[src/hw/rtl/mesif_pkg.sv]
`timescale 1ns / 1ps

package mesif_pkg;

   localparam int unsigned STATE_W = 4;
   localparam int unsigned MSG_W   = 3;
   localparam int unsigned SEND_W  = 3;
   localparam int unsigned BLOCK_W = 24;

   // line states
   localparam logic [STATE_W-1:0] ST_I  = 4'd0;
   localparam logic [STATE_W-1:0] ST_S  = 4'd1;
   localparam logic [STATE_W-1:0] ST_E  = 4'd2;
   localparam logic [STATE_W-1:0] ST_M  = 4'd3;
   localparam logic [STATE_W-1:0] ST_F  = 4'd4;
   localparam logic [STATE_W-1:0] ST_IS = 4'd5;
   localparam logic [STATE_W-1:0] ST_IM = 4'd6;
   localparam logic [STATE_W-1:0] ST_SM = 4'd7;
   localparam logic [STATE_W-1:0] ST_EM = 4'd8;
   localparam logic [STATE_W-1:0] ST_FM = 4'd9;

   // request source
   localparam logic ACT_PROC = 1'b0;
   localparam logic ACT_NTWK = 1'b1;

   // incoming message codes
   localparam logic [MSG_W-1:0] MSG_LOAD  = 3'd0;
   localparam logic [MSG_W-1:0] MSG_STORE = 3'd1;
   localparam logic [MSG_W-1:0] MSG_INV   = 3'd2;
   localparam logic [MSG_W-1:0] MSG_RECI  = 3'd3;
   localparam logic [MSG_W-1:0] MSG_RECS  = 3'd4;
   localparam logic [MSG_W-1:0] MSG_DATA  = 3'd5;
   localparam logic [MSG_W-1:0] MSG_DATAE = 3'd6;
   localparam logic [MSG_W-1:0] MSG_ACK   = 3'd7;

   // outgoing message codes
   localparam logic [SEND_W-1:0] OUT_NONE   = 3'd0;
   localparam logic [SEND_W-1:0] OUT_GETS   = 3'd1;
   localparam logic [SEND_W-1:0] OUT_GETM   = 3'd2;
   localparam logic [SEND_W-1:0] OUT_GETX   = 3'd3;
   localparam logic [SEND_W-1:0] OUT_DPROC  = 3'd4;
   localparam logic [SEND_W-1:0] OUT_DDIR   = 3'd5;
   localparam logic [SEND_W-1:0] OUT_INVACK = 3'd6;

   // response tdata layout, lowest bit up
   localparam int unsigned RSP_SEND_LSB  = 0;
   localparam int unsigned RSP_BLOCK_LSB = RSP_SEND_LSB + SEND_W;
   localparam int unsigned RSP_MISS_BIT  = RSP_BLOCK_LSB + BLOCK_W;
   localparam int unsigned RSP_ERR_BIT   = RSP_MISS_BIT + 1;
   localparam int unsigned RSP_STATE_LSB = RSP_ERR_BIT + 1;
   localparam int unsigned RSP_USED_W    = RSP_STATE_LSB + STATE_W;
   localparam int unsigned RSP_DATA_W    = ((RSP_USED_W + 7) / 8) * 8;

   // request tdata layout
   localparam int unsigned REQ_MSG_LSB   = 0;
   localparam int unsigned REQ_BLOCK_LSB = REQ_MSG_LSB + MSG_W;
   localparam int unsigned REQ_USED_W    = REQ_BLOCK_LSB + BLOCK_W;
   localparam int unsigned REQ_DATA_W    = ((REQ_USED_W + 7) / 8) * 8;

   typedef struct packed {
      logic [SEND_W-1:0]  send;
      logic [STATE_W-1:0] next_state;
      logic               miss;
      logic               error;
   } rule_type;

endpackage

[src/hw/rtl/mesif_rules.sv]
`timescale 1ns / 1ps

module mesif_rules (
   input  logic [mesif_pkg::STATE_W-1:0] line_state,
   input  logic                          action,
   input  logic [mesif_pkg::MSG_W-1:0]   message,
   output mesif_pkg::rule_type           rule
);
   import mesif_pkg::*;

   logic is_load;
   logic is_store;

   assign is_load  = (message == MSG_LOAD);
   assign is_store = (message == MSG_STORE);

   always_comb begin
      // illegal by default: nothing sent, state held
      rule.send       = OUT_NONE;
      rule.next_state = line_state;
      rule.miss       = 1'b0;
      rule.error      = 1'b1;

      if (action == ACT_PROC) begin
         if (is_load || is_store) begin
            unique case (line_state)
               ST_I: begin
                  rule.send       = is_load ? OUT_GETS : OUT_GETM;
                  rule.next_state = is_load ? ST_IS : ST_IM;
                  rule.miss       = 1'b1;
                  rule.error      = 1'b0;
               end
               ST_S: begin
                  rule.send       = is_load ? OUT_DPROC : OUT_GETM;
                  rule.next_state = is_load ? ST_S : ST_SM;
                  rule.error      = 1'b0;
               end
               ST_E: begin
                  rule.send       = is_load ? OUT_DPROC : OUT_GETX;
                  rule.next_state = is_load ? ST_E : ST_EM;
                  rule.error      = 1'b0;
               end
               ST_M: begin
                  rule.send       = OUT_DPROC;
                  rule.next_state = ST_M;
                  rule.error      = 1'b0;
               end
               ST_F: begin
                  rule.send       = is_load ? OUT_DPROC : OUT_GETM;
                  rule.next_state = is_load ? ST_F : ST_FM;
                  rule.error      = 1'b0;
               end
               default: begin
               end
            endcase
         end
      end else begin
         unique case (line_state)
            ST_S: begin
               if (message == MSG_INV) begin
                  rule.send       = OUT_INVACK;
                  rule.next_state = ST_I;
                  rule.error      = 1'b0;
               end
            end
            ST_M, ST_E, ST_F: begin
               if (message == MSG_RECI) begin
                  rule.send       = OUT_DDIR;
                  rule.next_state = ST_I;
                  rule.error      = 1'b0;
               end else if (message == MSG_RECS) begin
                  rule.send       = OUT_DDIR;
                  rule.next_state = (line_state == ST_M) ? ST_S : ST_F;
                  rule.error      = 1'b0;
               end
            end
            ST_IS: begin
               if (message == MSG_DATA || message == MSG_DATAE) begin
                  rule.send       = OUT_DPROC;
                  rule.next_state = (message == MSG_DATA) ? ST_S : ST_E;
                  rule.error      = 1'b0;
               end
            end
            ST_IM: begin
               if (message == MSG_DATA) begin
                  rule.send       = OUT_DPROC;
                  rule.next_state = ST_M;
                  rule.error      = 1'b0;
               end
            end
            ST_SM: begin
               if (message == MSG_INV) begin
                  rule.send       = OUT_INVACK;
                  rule.next_state = ST_IM;
                  rule.error      = 1'b0;
               end else if (message == MSG_ACK) begin
                  rule.send       = OUT_DPROC;
                  rule.next_state = ST_M;
                  rule.error      = 1'b0;
               end
            end
            ST_EM, ST_FM: begin
               if (message == MSG_RECI) begin
                  rule.send       = OUT_DDIR;
                  rule.next_state = ST_IM;
                  rule.error      = 1'b0;
               end else if (message == MSG_RECS) begin
                  rule.send       = OUT_DDIR;
                  rule.next_state = ST_FM;
                  rule.error      = 1'b0;
               end else if (message == MSG_ACK) begin
                  rule.send       = OUT_DPROC;
                  rule.next_state = ST_M;
                  rule.error      = 1'b0;
               end
            end
            default: begin
            end
         endcase
      end
   end

endmodule

[src/hw/rtl/mesif_cache_line_controller.sv]
`timescale 1ns / 1ps

// A request is held in the input register, then its response in the response register.
// Throughput: one request per cycle while the response side is not stalled; the line
// state updates as a request leaves the input register, so the next request already sees it.
// A stalled response register backs up into the input register, then tready.
// Reset (synchronous, active high) sets the line to I and empties both stages.
module mesif_cache_line_controller (
   input  logic                               clock,
   input  logic                               reset,
   input  logic                               req_tvalid,
   output logic                               req_tready,
   // message[2:0], block_id[26:3], zero fill
   input  logic [mesif_pkg::REQ_DATA_W-1:0]   req_tdata,
   // action[0]
   input  logic                               req_tuser,
   output logic                               rsp_tvalid,
   input  logic                               rsp_tready,
   // sent_message[2:0], out_block[26:3], miss[27], error[28],
   // line_state_out[32:29], zero fill
   output logic [mesif_pkg::RSP_DATA_W-1:0]   rsp_tdata
);
   import mesif_pkg::*;

   logic                  in_valid_ff, in_valid_in;
   logic                  in_action_ff;
   logic [MSG_W-1:0]      in_msg_ff;
   logic [BLOCK_W-1:0]    in_block_ff;
   logic [STATE_W-1:0]    state_ff, state_in;
   logic                  rsp_valid_ff, rsp_valid_in;
   logic [RSP_DATA_W-1:0] rsp_data_ff, rsp_data_in;
   logic                  advance;
   logic                  req_take;
   logic [BLOCK_W-1:0]    out_block;
   rule_type              rule;

   mesif_rules u_rules (
      .line_state (state_ff),
      .action     (in_action_ff),
      .message    (in_msg_ff),
      .rule       (rule)
   );

   assign advance    = !rsp_valid_ff || rsp_tready;
   assign req_tready = !in_valid_ff || advance;
   assign req_take   = req_tvalid && req_tready;
   assign out_block  = rule.error ? '0 : in_block_ff;

   always_comb begin
      in_valid_in  = in_valid_ff;
      rsp_valid_in = rsp_valid_ff;
      state_in     = state_ff;
      if (advance) begin
         rsp_valid_in = in_valid_ff;
         if (in_valid_ff) begin
            state_in = rule.next_state;
         end
         in_valid_in = req_take;
      end else if (req_take) begin
         in_valid_in = 1'b1;
      end
   end

   always_comb begin
      rsp_data_in = '0;
      rsp_data_in[RSP_SEND_LSB +: SEND_W]   = rule.send;
      rsp_data_in[RSP_BLOCK_LSB +: BLOCK_W] = out_block;
      rsp_data_in[RSP_MISS_BIT]             = rule.miss;
      rsp_data_in[RSP_ERR_BIT]              = rule.error;
      rsp_data_in[RSP_STATE_LSB +: STATE_W] = rule.next_state;
   end

   always_ff @(posedge clock) begin
      if (reset) begin
         in_valid_ff  <= 1'b0;
         rsp_valid_ff <= 1'b0;
         state_ff     <= ST_I;
      end else begin
         in_valid_ff  <= in_valid_in;
         rsp_valid_ff <= rsp_valid_in;
         state_ff     <= state_in;
      end
   end

   always_ff @(posedge clock) begin
      if (req_take) begin
         in_action_ff <= req_tuser;
         in_msg_ff    <= req_tdata[REQ_MSG_LSB +: MSG_W];
         in_block_ff  <= req_tdata[REQ_BLOCK_LSB +: BLOCK_W];
      end
      if (advance && in_valid_ff) begin
         rsp_data_ff <= rsp_data_in;
      end
   end

   assign rsp_tvalid = rsp_valid_ff;
   assign rsp_tdata  = rsp_data_ff;

endmodule

[config.mk]
export PLATFORM = sky130hd
export DESIGN_NAME = mesif_cache_line_controller
export DESIGN_NICKNAME = d
export VERILOG_FILES = /design/src/hw/rtl/mesif_pkg.sv /design/src/hw/rtl/mesif_rules.sv /design/src/hw/rtl/mesif_cache_line_controller.sv
export SDC_FILE = /design/constraint.sdc
export NUM_CORES = 1
export LEC_CHECK = 0
export BUFFER_PORTS_ARGS = -buffer_cell sky130_fd_sc_hd__buf_2
export CORE_ASPECT_RATIO = 1.4
export CORE_MARGIN = 3
export CORE_UTILIZATION = 47
export CTS_CLUSTER_DIAMETER = 30
export CTS_CLUSTER_SIZE = 16
export DETAILED_ROUTE_END_ITERATION = 10
export PLACE_DENSITY = 0.74
export SYNTH_ARGS = -nofsm -noshare
export SYNTH_HDL_FRONTEND = slang
export SYNTH_SLANG_ARGS = --single-unit
[constraint.sdc]
create_clock -name clock -period 2.1 [get_ports clock]
set_input_delay 0.105 -clock clock [delete_from_list [all_inputs] [get_ports clock]]
set_output_delay 0.105 -clock clock [all_outputs]
set_load 0.05 [all_outputs]
==> results of run 1 <==
[how the worst min path moves through the flow]
stage / from / to / slack, ps / cells past startpoint
after floorplan: reset / state_ff[3] / 170 / 1
final: rsp_tready / rsp_tvalid / 80 / 4
after global placement: req_tdata[26] / in_block_ff[23] / 280 / 1
after global routing: rsp_tready / rsp_tvalid / 120 / 4
after CTS: rsp_tready / rsp_tvalid / 60 / 4
after detailed placement: req_tdata[1] / in_msg_ff[1] / 280 / 1
[final cells by class]
class,instances,area (µm²)
clock buffers,9,124
inverters,8,30.0
fillers,467,2070
flip-flops and latches,67,1960
repair buffers,143,1050
clock inverters,7,116
multi-input cells,165,1190
well taps,92,115
[metrics by stage]
step	power (mW)	setup TNS [ps]	hold WS, ps	utilization (%)
3_5_place_dp	2.12	-117	283	58.9
4_1_cts	3.43	0	63.7	67.7
6_report	3.44	0	79.5	68.9
2_1_floorplan	1.96	0	174	-
5_1_grt	3.56	-322	121	68.9
3_3_place_gp	2.11	0	283	58.9
[repair_timing]
action,4_1_cts,5_1_grt
hold buffers,30,0
gates cloned,0,1
endpoints found under the hold margin,31,0
resized for setup,3,12
buffers inserted,5,0
endpoints found under the setup margin,12,27
[synth_stat cells, types with 4 or more instances]
| cell type | number |
|---|---|
| edfxtp_1 | 61 |
| nor3b_2 | 21 |
| a21oi_1 | 18 |
| nor2_1 | 15 |
| nand2_1 | 14 |
| buf_4 | 9 |
| buf_2 | 7 |
| inv_1 | 7 |
| nand2b_1 | 7 |
| o21ai_0 | 7 |
| dfxtp_1 | 6 |
| clkbuf_1 | 5 |
| nor2b_1 | 5 |
| buf_6 | 4 |
| nor3b_1 | 4 |
| nor4_1 | 4 |
| o22ai_1 | 4 |
[power groups by stage]
stage	Combinational (mW)	Sequential, mW	Clock, mW
after floorplan	0.263	1.69	0
after global placement	0.525	1.59	0
after detailed placement	0.529	1.59	0
after CTS	0.585	1.56	1.28
after global routing	0.652	1.57	1.34
final	0.615	1.56	1.26
[logic make-up after synthesis]
logic type | synth area share [%]
DFF | 59.7
other | 0.115
and+or+nand+nor | 19.9
xor gates and xnor gates | 1.07
adders and majority gates | 0.306
buffers and inverters | 6.35
AOI/OAI and AO/OA | 12.6
[state kept, by name (all words and copies together), names as in the netlist]
name	flops
rsp_tdata	33
in_block_ff	24
in_action_ff	1
in_msg_ff	3
state_ff	4
in_valid_ff	1
rsp_tvalid	1
[worst min-delay path, delay by kind of cell]
| family | cells | cell delay [ps] |
|---|---|---|
| and+or+nand+nor | 3 | 200 |
| buffers and inverters | 1 | 70 |
[per-layer routing]
| metal | up-vias | track usage, % | part of all wire [%] |
|---|---|---|---|
| li1 | 1245 | - | - |
| met1 | 1269 | 22.0 | 37 |
| met2 | 106 | 38.5 | 56 |
| met3 | 25 | 3.97 | 4.3 |
| met4 | 0 | 10.2 | 2.9 |
| met5 | - | 0 | 0 |
==> reports/qor.yml, run 1 <==
clock_tree:
  clock_sinks: 67
  cts.htree.levels: 3
  cts-root-buf: "clkbuf_8"
  clk-insertion-delay-late_ps: 330
  cts_buffers: 9
  clk_path_buf_depth: 2
  path_clk_slew_ps: 70
  tritoncts: "done"
global_routing:
  grt_pass1_wl_um: 13100
  grt_max_degree: 29
  grt-ovfl-total: 0
  grt_util_all_layers_pct: 20.7
  antenna_found_initial: 0
  grt_pass1_vias: 2623
job:
  max-cap-violations: 0
synthesis:
  synth.avg_cell_area_um2: 12.5
  ys_ff_latch: 67
  ys_warn_count: 0
  synth-seq-area-share_pct: 59.7
  synth_top_area_share_pct: 56.0
  synth_edf_count: 61
  synth_ff_type: "edfxtp_1"
  yosys.area.top_type: "edfxtp_1"
  syn_area_mm2: 0.00327
  syn_inst: 262
  synth_cell_types: 55
  synthArstFlopShare_pct: 0
  synth_area_leaders: "edfxtp_1 (56%), nor3b_2 (8.0%), dfxtp_1 (3.7%)"
pwr:
  power.density_mw_per_mm2: 751
  internal_power_mw: 2.55
  combPwrFrac_pct: 17.9
  vdd_drop_max_uv: 413
  switching_share_pct: 25.8
  p_seq_share_pct: 45.4
  p_sw_uw: 888
  power.leakage_nw: 1.72
  clockPowerShare_pct: 36.7
worst_setup_path:
  critPathCapture: "state_ff[2]"
  cp_top_family: "simple AND/OR/NAND/NOR gates"
  path_max_fanout: 12
  max_stage_delay_ps: 430
  reg2reg_setup_slack_ps: 30
  start_kind: "flip-flop"
  r2r_start: "state_ff[1]"
  startpoint: "state_ff[1]"
  crit_required_ps: 2330
  crit_buf_inv: 1
  end_kind: "flip-flop"
  r2r-end: "state_ff[2]"
  crit_cells: 6
  cpMaxStageDelayCell: "a222oi_1"
  worstPathCellList: "buf_4 > or2_0 > or3_1 > a222oi_1 > nor4_2 > o41ai_1"
  critical_path_class: "flip-flop to flip-flop"
  rr_worst_depth: 6
  worstPathArrival_ps: 2300
final_layout:
  fin_cells: 491
  area_delta_synth_final_pct: 40.2
  nNetsFinal: 431
  final_cell_mix: "buf_2 (66), edfxtp_1 (61), buf_4 (42)"
  final_common_cell: "buf_2"
  drive_gt1_share_pct: 41.4
  final_area_mm2: 0.00458
  antenna_cells: 0
floorplanning:
  start_util_pct: 49.1
  dieArea_mm2: 0.00801
  core_mm2: 0.00666
  fp.dieH_um: 105
  die_w_um: 76.5
  ios: 79
  num_rows: 35
placed_design:
  placed_cells: 439
  place_ws_ps: -79.5
  hpwl_um: 5310
  placed_cell_area_mm2: 0.00392
  gp_congestion: 0.910
  place.port_buffers: 66
drt:
  vias: 2645
  ant_nets: 0
  drt_first_pass_iters: 5
  routed_wirelength_um: 8500
  wl_per_cell_um: 17.3
  dr.first_iter.drc_count: 175
  viasPerCell: 5.39
  drc: 0
timing:
  fin_crit_ps: 2070
  grt_setup_unrepaired: "true"
  post-route-period-util_pct: 98.7
  drv_slew: 0
  layout_setup_ws_ps: 27.6
  finalHoldViolations: 0
  finalSetupViolCount: 0
  clock_skew_ps: 10.2
  fmax_ghz: 0.483
outcome:
  outcome: "complete, no violations"
min_path:
  hp-class: "input port to flip-flop"
Power figures use the tool's default switching activity.
==> run 2, diff against run 1 <==
PLACE_DENSITY = unset   (was 0.74)
PLACE_DENSITY_LB_ADDON = 0.25   (was unset)
==> run 2 against run 1 <==
Sequential power about the same. Flip-flop and latch count unchanged. Hold slack improved by 32 ps. Count of clock-buffer cells in the layout unchanged. Clock skew decreased by 2.2 ps. Clock power decreased by 7%. Maximum frequency increased by 1.7%. Critical path depth increased by 1. Utilization increased by 0.53 points. Global-route usage increased by 0.17 points. Final cell count increased by 1.0%.
==> reports/qor.yml, run 2 (synthesis results as in run 1) <==
worst_setup_path:
  worst_path_most_repeated_cell: "buf_12"
  critical_path_class: "flip-flop to flip-flop"
  max_stage_delay_ps: 350
  crit_buf_inv: 2
  start_kind: "flip-flop"
  crit_required_ps: 2280
  cpMaxStageDelayCell: "a311o_1"
  path_max_fanout: 24
  end_kind: "flip-flop"
  worstPathCellList: "buf_12 > o21bai_1 > a311o_1 > a221o_1 > and3_1 > buf_12 > nor3b_2"
  cp_top_family: "compound AO/OA/AOI/OAI gates"
  worstPathArrival_ps: 2220
  reg2reg_setup_slack_ps: 60
pwr:
  power.density_mw_per_mm2: 725
  p_seq_share_pct: 46.5
  clockPowerShare_pct: 35.0
  combPwrFrac_pct: 18.5
  internal_power_mw: 2.45
  power_mw: 3.35
  vdd_drop_max_uv: 331
  power.leakage_nw: 1.75
  switching_share_pct: 26.9
  p_sw_uw: 901
timing:
  worst_pin_slew_ps: 506
  finalHoldViolations: 0
  fmax_ghz: 0.491
  finalSetupViolCount: 0
  drv_slew: 0
  fin_crit_ps: 2040
  grt_setup_unrepaired: "true"
  post-route-period-util_pct: 97.1
  clock_skew_ps: 8.03
  relSlewSlack_pct: 66.2
clock_tree:
  tritoncts: "done"
  cts_buffers: 9
  clk_path_buf_depth: 2
  cts-root-buf: "clkbuf_8"
  clk-insertion-delay-late_ps: 330
  clock_sinks: 67
  cts.htree.levels: 3
  path_clk_slew_ps: 80
min_path:
  hp-class: "input port to flip-flop"
final_layout:
  antenna_cells: 0
  nNetsFinal: 436
  final_common_cell: "buf_2"
  largest_reg_flops: 33
  final_cell_mix: "buf_2 (66), edfxtp_1 (61), buf_4 (46)"
  fin_cells: 496
  area_delta_synth_final_pct: 41.2
  drive_gt1_share_pct: 41.8
drt:
  viasPerCell: 5.22
  wl_per_cell_um: 16.4
  drt_first_pass_iters: 6
  routed_wirelength_um: 8160
  drc: 0
  ant_nets: 0
  dr.first_iter.drc_count: 156
  vias: 2589
placed_design:
  place.port_buffers: 66
  hpwl_um: 5350
  placed_cells: 445
  gp_congestion: 0.898
floorplanning:
  num_rows: 35
  ios: 79
  start_util_pct: 49.1
  dieArea_mm2: 0.00801
  fp.dieH_um: 105
  die_w_um: 76.5
  core_mm2: 0.00666
global_routing:
  antenna_found_initial: 0
  grt_max_degree: 27
  grt_pass1_vias: 2629
  grt-ovfl-total: 0
  grt_util_all_layers_pct: 20.9
  grt_pass1_wl_um: 13000
job:
  max-cap-violations: 0
outcome:
  outcome: "complete, no violations"
run 2: cell types whose count changed in the layout (fill, tap and decap cells not counted), sizes merged:
cell      previous run  this run
clkinv               4         2
buf                112       117
inv                  8        10
clkinvlp             0         1
bufinv               3         2
run 2: layout make-up:
cell class | count | area [µm²]
repair buffers | 148 | 1100
fillers | 502 | 2040
well taps | 92 | 115
multi-input cells | 165 | 1190
flip-flops and latches | 67 | 1960
clock buffers | 9 | 124
inverters | 8 | 30.0
clock inverters | 7 | 98.8
run 2: worst min-delay path: cells and delay by family:
kind / cells / cell delay [ps]
buffers and inverters: 1 / 80
AND/OR/NAND/NOR: 3 / 220
run 2: worst paths after layout:
kind	start	to	cells past startpoint
hold / removal	rsp_tready	rsp_tvalid	4
setup / recovery	state_ff[1]	rsp_tdata[10]	7
setup reg to reg	state_ff[1]	rsp_tdata[10]	7
hold reg to reg	in_valid_ff	rsp_tvalid	2
run 2: metal layers:
| metal | vias to the layer above | GRT usage [%] | wire, µm |
|---|---|---|---|
| met5 | - | 0 | 0 |
| met1 | 1243 | 23.0 | 3170 |
| met3 | 13 | 4.31 | 321 |
| met2 | 85 | 38.2 | 4490 |
| met4 | 0 | 9.07 | 174 |
| li1 | 1248 | - | - |
run 2: metrics by stage:
stage	setup TNS (ps)	util (%)	hold slack, ps	setup WS, ps	instance area, µm²
5_1_grt	-424	69.4	162	-63.5	4620
3_3_place_gp	0	59.8	282	7.66	3980
3_5_place_dp	-8.57	59.8	283	-8.57	3980
6_report	0	69.4	111	61.6	4620
2_1_floorplan	0	-	174	84.0	3290
4_1_cts	0	67.6	91.8	2.20	4500
run 2: timing repair:
action                     CTS  global route
gates cloned                 0             1
buffers inserted             0             4
hold buffers                30             0
resized for setup            1            13
hold endpoints to repair    30             0
setup endpoints to repair    3            27
run 2: power groups by stage:
stage	Clock [mW]	Sequential [mW]	Combinational, mW
after CTS	1.19	1.56	0.593
after detailed placement	0	1.59	0.547
after global placement	0	1.58	0.546
after floorplan	0	1.69	0.263
after global routing	1.25	1.57	0.661
final	1.17	1.56	0.620
==> run 3, diff against run 2 <==
SYNTH_HIERARCHICAL = 1   (was unset)
clock period = 2.5 ns   (was 2.1 ns; I/O delays follow)
==> run 3 against run 2 <==
Maximum frequency fell by 3.4%. Global-route usage fell by 3.7 points. Sequential share of layout area rose by 7.2 points. Design area fell by 15%. Synthesized cell count fell by 6.9%. Clock power fell by 26%. Area after synthesis fell by 5.7%. First-iteration DRC count rose by 5.8%. Critical endpoint is now rsp_tdata[25]. Largest power group unchanged. Highest routed layer unchanged.
==> reports/qor.yml, run 3 <==
synthesis:
  synth_cell_types: 52
  synth_top_area_share_pct: 59.4
  ys_warn_count: 6
  yosys.area.top_type: "edfxtp_1"
  ys_ff_latch: 67
  yosysMostFrequentCell: "edfxtp_1"
  synth-seq-area-share_pct: 63.3
  synth.avg_cell_area_um2: 12.6
  synth_ff_type: "edfxtp_1"
  synth_area_leaders: "edfxtp_1 (59%), nor2b_1 (4.9%), dfxtp_1 (3.9%)"
  synth_edf_count: 61
  synthArstFlopShare_pct: 0
  syn_inst: 244
  synthTopCellsByCount: "edfxtp_1 (61), nor2b_1 (24), nor2_1 (17)"
  syn_area_mm2: 0.00308
pwr:
  power_mw: 2.49
  power.density_mw_per_mm2: 632
  power.leakage_nw: 1.49
  vdd_drop_max_uv: 531
placed_design:
  gp_congestion: 0.870
  place.port_buffers: 66
  place_ws_ps: 419
  placed_cells: 380
  hpwl_um: 4140
  placed_cell_area_mm2: 0.00347
worst_setup_path:
  path_max_fanout: 23
  end_kind: "flip-flop"
  crit_required_ps: 2590
  rr_worst_depth: 7
  start_kind: "flip-flop"
  worstPathArrival_ps: 2200
  critical_path_class: "flip-flop to flip-flop"
job:
  max-cap-violations: 0
timing:
  drv_slew: 0
  layout_setup_ws_ps: 390
  finalSetupViolCount: 0
  tns_ps: 0
  finalHoldViolations: 0
  clock_skew_ps: 7.40
  fmax_ghz: 0.474
  grt_setup_unrepaired: "false"
  post-route-period-util_pct: 84.4
  fin_crit_ps: 2110
floorplanning:
  num_rows: 34
  ios: 79
  die_w_um: 74.5
  fp.dieH_um: 102
  start_util_pct: 49.0
  dieArea_mm2: 0.00758
  core_mm2: 0.00630
final_layout:
  largest_reg_flops: 33
  final_area_mm2: 0.00394
  drive_gt1_share_pct: 31.3
  final_cell_mix: "buf_2 (66), edfxtp_1 (61), dlygate4sd3_1 (28)"
  final_common_cell: "buf_2"
  fin_cells: 424
  nNetsFinal: 384
  antenna_cells: 0
  area_delta_synth_final_pct: 27.8
drt:
  dr.first_iter.drc_count: 165
  wl_per_cell_um: 14.3
  routed_wirelength_um: 6070
  ant_nets: 0
  drt_first_pass_iters: 4
  drc: 0
  vias: 2163
  viasPerCell: 5.10
min_path:
  hp-class: "input port to flip-flop"
  min_path_cells: 3
global_routing:
  grt_max_degree: 38
  grt-ovfl-total: 0
  grt_pass1_vias: 2031
  grt_util_all_layers_pct: 17.1
  antenna_found_initial: 0
  grt_pass1_wl_um: 9550
clock_tree:
  clk-insertion-delay-late_ps: 340
  clock_sinks: 67
  cts.htree.levels: 3
  cts-root-buf: "clkbuf_8"
  path_clk_slew_ps: 70
  cts_buffers: 9
  cts-resized-gates: 0
  clk_path_buf_depth: 2
  tritoncts: "done"
outcome:
  outcome: "complete, no violations"
[run 3: cell count changes after synthesis, moves of 4 or more]
cell	previous run	this run
nor3b_2	21	0
nor2b_1	5	24
mux2i_1	0	5
a21oi_1	18	14
buf_2	7	3
clkbuf_8	0	4
[run 3: layout make-up]
cell class                 instances  area (µm²)
clock buffer                      10         128
clock inverter                     6        63.8
fill                             505        2350
inverter                           7        26.3
multi-input combinational        153         947
sequential                        67        1950
tap                               72        90.1
timing repair buffer             109         736
[run 3: metrics by stage]
step | hold slack, ps | util [%]
3_3_place_gp | 301 | 55.1
3_5_place_dp | 303 | 55.1
6_report | 62.9 | 62.6
4_1_cts | 52.1 | 62.6
2_1_floorplan | 224 | -
5_1_grt | 55.9 | 62.6
[run 3: per-layer routing]
layer / wire length (µm) / share of wire [%] / global-route usage [%]
met5: 0 / 0 / 0
met4: 114 / 1.9 / 7.67
met3: 287 / 4.7 / 5.61
met2: 3290 / 54 / 28.4
met1: 2380 / 39 / 20.0
[run 3: final timing paths]
path / endpoint / startpoint / slack (ps)
setup / recovery: rsp_tdata[25] / in_msg_ff[0] / 390
hold / removal: in_valid_ff / req_tvalid / 60
setup reg to reg: rsp_tdata[25] / in_msg_ff[0] / 390
hold reg to reg: in_valid_ff / in_valid_ff / 520
[run 3: what timing repair did]
action | CTS | global route
buffers inserted | 0 | 0
hold buffers | 28 | 0
hold endpoints to repair | 28 | 0
[run 3: where the power goes]
group          internal, mW  switching (mW)
clock network         0.463           0.406
registers              1.28          0.0229
logic                 0.108           0.209
total                  1.85           0.637
[run 3: logic make-up (layout without fill, tap and decap cells)]
kind of cell,count (synthesis),in the layout,synth area share (%)
other,1,7,0.122
AOI/OAI and AO/OA,46,46,10.1
DFF,67,67,63.3
muxes,5,5,1.62
xor gates and xnor gates,2,2,0.568
and+or+nand+nor,93,93,17.2
buffers and inverters,30,132,7.02
[run 3: worst max-delay path, stage by stage (launching register included)]
cell      delay [ps]
edfxtp_1         530
and2b_2          320
nor4_1            60
o311ai_1         290
a41o_1           240
o21a_1           190
buf_12           170
nor2b_1           60
